--- src/pqme_pkg.sv ---
// ---------------------------------------------------------------------------
// pqme_pkg
// Types and codes shared by the priority queue controller and datapath.
// ---------------------------------------------------------------------------
`default_nettype none

package pqme_pkg;

	localparam int DW = 32;

	localparam logic CMD_INSERT = 1'b0;
	localparam logic CMD_REMOVE = 1'b1;

	localparam logic [1:0] STATUS_OK        = 2'd0;
	localparam logic [1:0] STATUS_OVERFLOW  = 2'd1;
	localparam logic [1:0] STATUS_UNDERFLOW = 2'd2;

	typedef enum logic [1:0] {
		ST_IDLE,
		ST_SCAN,
		ST_SHIFT,
		ST_DONE
	} state_t;

	// controller -> datapath
	typedef struct packed {
		logic cap;        // request accepted: set status, clear best
		logic ins;        // write new entry at tail
		logic scan;       // read/compare pass
		logic shift_init; // point read pointer past the winner
		logic shift;      // close the gap
		logic shrink;     // drop one from the fill count
		logic load_out;   // move result into output register
	} ctrl_cmd_t;

	// datapath -> controller
	typedef struct packed {
		logic full;
		logic empty;
		logic rd_more;    // read pointer below fill count
		logic rd_pending; // read data in flight
		logic out_free;   // output register can take a result
	} dp_stat_t;

endpackage

`default_nettype wire

--- src/pqme_ctrl.sv ---
// ---------------------------------------------------------------------------
// pqme_ctrl
// Sequencer for insert, scan, compaction and result hand-off.
// ---------------------------------------------------------------------------
`default_nettype none

module pqme_ctrl (
	input  wire logic                clk,
	input  wire logic                arst_n,
	input  wire logic                in_valid,
	input  wire logic                in_cmd,
	output logic                     in_ready,
	input  wire pqme_pkg::dp_stat_t  stat,
	output pqme_pkg::ctrl_cmd_t      ctl
);

	pqme_pkg::state_t state_q, state_nxt;
	logic             pass_done;

	assign pass_done = !stat.rd_more && !stat.rd_pending;

	always_ff @(posedge clk or negedge arst_n) begin
		if (!arst_n) begin
			state_q <= pqme_pkg::ST_IDLE;
		end else begin
			state_q <= state_nxt;
		end
	end

	always_comb begin
		state_nxt = state_q;
		case (state_q)
			pqme_pkg::ST_IDLE: begin
				if (in_valid) begin
					if (in_cmd == pqme_pkg::CMD_REMOVE && !stat.empty) begin
						state_nxt = pqme_pkg::ST_SCAN;
					end else begin
						state_nxt = pqme_pkg::ST_DONE;
					end
				end
			end
			pqme_pkg::ST_SCAN: begin
				if (pass_done) state_nxt = pqme_pkg::ST_SHIFT;
			end
			pqme_pkg::ST_SHIFT: begin
				if (pass_done) state_nxt = pqme_pkg::ST_DONE;
			end
			pqme_pkg::ST_DONE: begin
				if (stat.out_free) state_nxt = pqme_pkg::ST_IDLE;
			end
			default: state_nxt = pqme_pkg::ST_IDLE;
		endcase
	end

	always_comb begin
		in_ready = 1'b0;
		ctl      = '0;
		case (state_q)
			pqme_pkg::ST_IDLE: begin
				in_ready = 1'b1;
				ctl.cap  = in_valid;
				ctl.ins  = in_valid && (in_cmd == pqme_pkg::CMD_INSERT) && !stat.full;
			end
			pqme_pkg::ST_SCAN: begin
				ctl.scan       = !pass_done;
				ctl.shift_init = pass_done;
			end
			pqme_pkg::ST_SHIFT: begin
				ctl.shift  = !pass_done;
				ctl.shrink = pass_done;
			end
			pqme_pkg::ST_DONE: begin
				ctl.load_out = stat.out_free;
			end
			default: begin
				in_ready = 1'b0;
			end
		endcase
	end

endmodule

`default_nettype wire

--- config.mk ---
export PLATFORM = sky130hd
export DESIGN_NAME = pqme_ctrl
export DESIGN_NICKNAME = d
export VERILOG_FILES = /design/src/pqme_pkg.sv /design/src/pqme_ctrl.sv
export SDC_FILE = /design/constraint.sdc
export NUM_CORES = 1
export LEC_CHECK = 0
export BUFFER_PORTS_ARGS = -buffer_cell sky130_fd_sc_hd__buf_2
export CAP_MARGIN = 10
export CORE_AREA = 5 5 42 44
export CTS_BUF_LIST = sky130_fd_sc_hd__clkbuf_8 sky130_fd_sc_hd__clkbuf_16
export DETAILED_ROUTE_END_ITERATION = 12
export DIE_AREA = 0 0 47 49
export HOLD_SLACK_MARGIN = 0.06
export PLACE_DENSITY_LB_ADDON = 0.05
export SETUP_SLACK_MARGIN = 0.5
export SLEW_MARGIN = 20
export SYNTH_ARGS = -nofsm -noshare
export SYNTH_HDL_FRONTEND = slang
export SYNTH_SLANG_ARGS = --single-unit
--- constraint.sdc ---
create_clock -name clk -period 1.7 [get_ports clk]
set_clock_uncertainty 0.15 [all_clocks]
set_input_delay 0.34 -clock clk [delete_from_list [all_inputs] [get_ports clk]]
set_output_delay 0.34 -clock clk [all_outputs]
set_load 0.005 [all_outputs]
# ---- Word-level counts from Yosys, hierarchy flattened
# Cells that the tools add are included.
dict set report word_totals {
  regBits 2
  latchBits 0
  mem_bits_rw 0
  rom_bits 0
  input_bits 9
  word_cells 31
  memories 0
}
dict set report op_classes {
  add_sub_neg 0
  n_mul 0
  n_div 0
  magnitude_cmp 0
  eq_ne 7
  shift 0
  mux 11
  bitwise 1
  reduce_logical 11
}
# cell count
set op_table {}
lappend op_table {{2-bit 2-to-1 mux} 8}
lappend op_table {{2-bit != test (second input constant)} 4}
lappend op_table {{2-bit one-hot mux with 4 select lines} 1}
lappend op_table {{1-bit zero test} 5}
lappend op_table {{2-bit equality test (second input constant)} 2}
lappend op_table {{1-bit logical AND} 4}
lappend op_table {{4-bit AND reduction} 1}
lappend op_table {{2-bit by 1-bit equality test with 1-bit output (second input constant)} 1}
lappend op_table {{2-bit zero test} 1}
lappend op_table {{1-bit 2-to-1 mux} 2}
lappend op_table {{1-bit NOT} 1}

# ---- Longest topological paths before layout
dict set report depth {
  depth_word 5
  depth_mapped 5
}

# ---- Least setup slack after synthesis
# No wires, ideal clock.
dict set report synth_timing {
  path_type {register -> output}
  start {reg state_q[0]}
  end {out ctl[5] (netlist name)}
  arrival_ps 1066
  setup_slack_ps 144
  path_stages_with_launch 5
  path_cell_list {dfrtp_1 inv_1 ha_1 and2_2 nor3b_2}
}
# item line_no
set synth_rtl {}
lappend synth_rtl {{start, declared} pqme_ctrl.sv:17} ;# pqme_pkg::state_t state_q, state_nxt;
lappend synth_rtl {{start signal, assigned} pqme_ctrl.sv:24} ;# state_q <= pqme_pkg::ST_IDLE;
lappend synth_rtl {{start signal, assigned} pqme_ctrl.sv:26} ;# state_q <= state_nxt;
lappend synth_rtl {{end, declared} pqme_ctrl.sv:14} ;# output pqme_pkg::ctrl_cmd_t ctl

==> load_flow_metrics.sql <==
INSERT INTO impl_metrics (metric_group, metric, value, unit) VALUES
('outcome', 'outcome', 'complete, but fails checks', ''),
('outcome', 'violations', 'negative setup slack', ''),
('worst_setup_path', 'crit_path_max_fanout', '3', ''),
('clocking', 'ctsHtreeMaxLevel', '1', ''),
('worst_setup_path', 'end_kind', 'primary output', ''),
('worst_setup_path', 'worst_r2r_endpoint', 'state_q[0]', ''),
('grt', 'grt_usage', '7.248', '%'),
('synthesis', 'postSynthRegisterBits', '2', ''),
('grt', 'global_route_wire_length_before_repair', '1173', 'µm'),
('timing', 'max_slew.worst_pin.slew', '237.5', 'ps'),
('cells_and_area', 'largestRegisters', 'state_q (2)', ''),
('timing', 'final-max-slew-violation-count', '0', ''),
('grt', 'antenna_found_initial', '0', ''),
('detailed_routing', 'final_antenna_net_count', '0', ''),
('hold_path', 'timing.hold.worst_endpoint', 'state_q[1]', ''),
('worst_setup_path', 'worstSetupStartpointType', 'register', ''),
('synthesis', 'post_synth.cell_area_avg', '8.535', 'µm²'),
('cells_and_area', 'regArea', '50.05', 'µm²'),
('detailed_routing', 'wire_per_inst', '9.986', 'µm'),
('cells_and_area', 'fraction_of_layout_cells_with_a_size_suffix_above_1', '80.36', '%'),
('synthesis', 'ys_seq_area_share', '20.94', '%'),
('die', 'num_rows', '14', ''),
('place', 'dpl.hpwl', '530.1', 'µm'),
('cells_and_area', 'fin_nets', '71', ''),
('cells_and_area', 'largest_register', 'state_q', ''),
('die', 'die_y', '49', 'µm'),
('timing', 'worst_slew_slack_as_a_fraction_of_its_limit', '84.15', '%'),
('detailed_routing', 'number_of_design_rule_violations_left_by_the_first_detailed_router_iteration', '1', ''),
('timing', 'finalHoldViolations', '0', ''),
('worst_setup_path', 'r2r-start', 'state_q[1]', ''),
('grt', 'grt_pass1_vias', '289', ''),
('timing', 'unrepaired_setup_endpoints_after_global_routing', 'true', ''),
('cells_and_area', 'multi_input_logic_area', '259.0', 'µm²'),
('hold_path', 'worst_hold_path_type', 'primary input to register', ''),
('synthesis', 'syn_area', '239.0', 'µm²'),
('clocking', 'cts_buffers', '3', ''),
('worst_setup_path', 'critPathKind', 'register to primary output', ''),
('cells_and_area', 'post-route-util', '39.64', '%'),
('synthesis', 'ys_warn_count', '0', ''),
('power_and_ir_drop', 'total_power', '0.9918', 'mW'),
('cells_and_area', 'largest_register_ff_count', '2', ''),
('timing', 'timing.hold.ws', '287.3', 'ps'),
('grt', 'grt_max_degree', '6', ''),
('power_and_ir_drop', 'vdd_drop_max', '0.0009101', 'V'),
('cells_and_area', 'num_antenna_cells', '0', ''),
('place', 'gp_congestion', '0.6441', ''),
('hold_path', 'whs_path_depth', '3', ''),
('timing', 'worst_setup_slack_final', '-9.138', 'ps'),
('timing', 'fin_crit', '1709', 'ps'),
('die', 'coreArea', '0.001401', 'mm²'),
('run', 'drv_cap', '0', ''),
('clocking', 'clkTransAtPathRegs', '30', 'ps'),
('detailed_routing', 'detailedRoute.firstPassIterationCount', '2', ''),
('detailed_routing', 'post_detailed_route_via_to_cell_ratio', '4.014', ''),
('cells_and_area', 'layout.cell_area.non_filler', '555.5', 'µm²'),
('worst_setup_path', 'worst-endpoint-required', '1210', 'ps'),
('place', 'count_of_buffers_inserted_at_the_top_level_ports', '16', ''),
('detailed_routing', 'drc', '0', ''),
('synthesis', 'synthDistinctLibCells', '17', ''),
('hold_path', 'hp-start', 'stat[3]', ''),
('worst_setup_path', 'cp.arrival', '1220', 'ps'),
('clocking', 'root_buffer', 'clkbuf_8', ''),
('clocking', 'clockBufferDepth', '2', ''),
('die', 'boundaryPins', '17', ''),
('die', 'initial_utilization', '17.05', '%'),
('detailed_routing', 'dr_total_vias', '289', ''),
('clocking', 'clk_latency', '210', 'ps'),
('grt', 'globalRoute.totalOverflow', '0', ''),
('cells_and_area', 'flow.area_growth_from_synthesis', '132.5', '%'),
('power_and_ir_drop', 'standby_leakage_power', '0.2683', 'nW'),
('timing', 'maximum_frequency_from_static_timing_analysis', '585.1', 'MHz'),
('worst_setup_path', 'r2r.worst_path.cells', '7', ''),
('die', 'die_x', '47', 'µm'),
('power_and_ir_drop', 'power_density', '1785', 'mW/mm²'),
('timing', 'final-setup-viol-count', '1', ''),
('synthesis', 'cells_after_synth', '28', ''),
('synthesis', 'synthesis.nets', '41', ''),
('clocking', 'cts_sinks', '2', ''),
('cells_and_area', 'fillerInstances', '159', ''),
('timing', 'timing.final.crit_share', '100.5', '%'),
('die', 'dieArea', '0.002303', 'mm²'),
('detailed_routing', 'finalWirelength', '719', 'µm'),
('place', 'postPlaceCellArea', '355.3', 'µm²'),
('worst_setup_path', 'regToRegSetupSlack', '280', 'ps'),
('clocking', 'cts_tree', 'built', '');
-- kinds of logic after synthesis --
family / share of synthesized area, %
and+or+nand+nor: 34.04
AOI/OAI and AO/OA: 13.61
buffers and inverters: 6.281
adders and majority gates: 20.94
DFF: 20.94
muxes: 4.189
-- synth_stat cells --
cell type | instances | share of area [%]
and2_1 | 4 | 10
ha_1 | 4 | 21
inv_1 | 3 | 4.7
dfrtp_1 | 2 | 21
nor2_1 | 2 | 3.1
o22ai_1 | 2 | 5.2
and2_2 | 1 | 3.1
and3_1 | 1 | 2.6
inv_2 | 1 | 1.6
mux2i_1 | 1 | 4.2
nand2_1 | 1 | 1.6
nand2b_1 | 1 | 2.6
nor2_2 | 1 | 2.6
nor2b_1 | 1 | 2.6
nor3b_2 | 1 | 5.2
o21ai_0 | 1 | 2.1
o221ai_2 | 1 | 6.3
-- metal layers --
metal	track usage, %	routed length [µm]	up-vias
li1	-	-	148
met1	6.798	250	128
met2	11.54	371	11
met3	2.214	81	2
met4	6.912	16	0
met5	0	0	-
-- report_power, final --
part           switching [mW]  internal [mW]
registers              0.0186         0.0758
logic                   0.299          0.411
clock network          0.0379          0.150
-- final cells by class --
cell class / count / area share [%]
sequential: 2 / 9.009
timing repair buffer: 25 / 30.63
inverter: 4 / 2.703
clock buffer: 3 / 7.432
tap: 16 / 3.604
multi-input combinational: 22 / 46.62
-- how the worst max path moves through the flow --
stage | start | endpoint | slack [ps] | cells after the start
6_report | state_q[0] | ctl[5] | -9 | 5
3_3_place_gp | state_q[1] | ctl[5] | 160 | 5
2_1_floorplan | state_q[1] | ctl[5] | 280 | 4
3_5_place_dp | state_q[1] | ctl[5] | 150 | 5
5_1_grt | state_q[0] | ctl[5] | -60 | 5
4_1_cts | state_q[0] | ctl[5] | -20 | 5
-- stage by stage --
step	setup TNS, ps	worst slack, ps	std cells
6_report	-9.138	-9.138	72
5_1_grt	-130.1	-60.27	72
4_1_cts	-30.89	-17.12	68
3_5_place_dp	0	151.9	60
3_3_place_gp	0	157.9	60
2_1_floorplan	0	275.8	28
-- placed cells by master, fill, tap and decap left out, drive strengths merged, types with 2 or more instances in the layout --
| cell | n |
|---|---|
| dfrtp | 2 |
| inv | 4 |
| and2 | 5 |
| ha | 4 |
| clkbuf | 3 |
| buf | 24 |
| nor2 | 3 |
| o22ai | 2 |
-- timing repair --
action / 4_1_cts / 5_1_grt
setup buffers: 4 / 4
endpoints found under the hold margin: 2 / 0
pin swaps: 2 / 3
gates resized for setup: 6 / 12
setup endpoints to repair: 10 / 10
hold buffers: 1 / 0
-- critical path, cell delays in order (launching register included) --
cell     delay, ps
dfrtp_1        390
inv_2          100
ha_4           130
and2_4         130
nor3b_2        130
buf_2          130
Note: power is estimated with default switching activity, not from simulation.
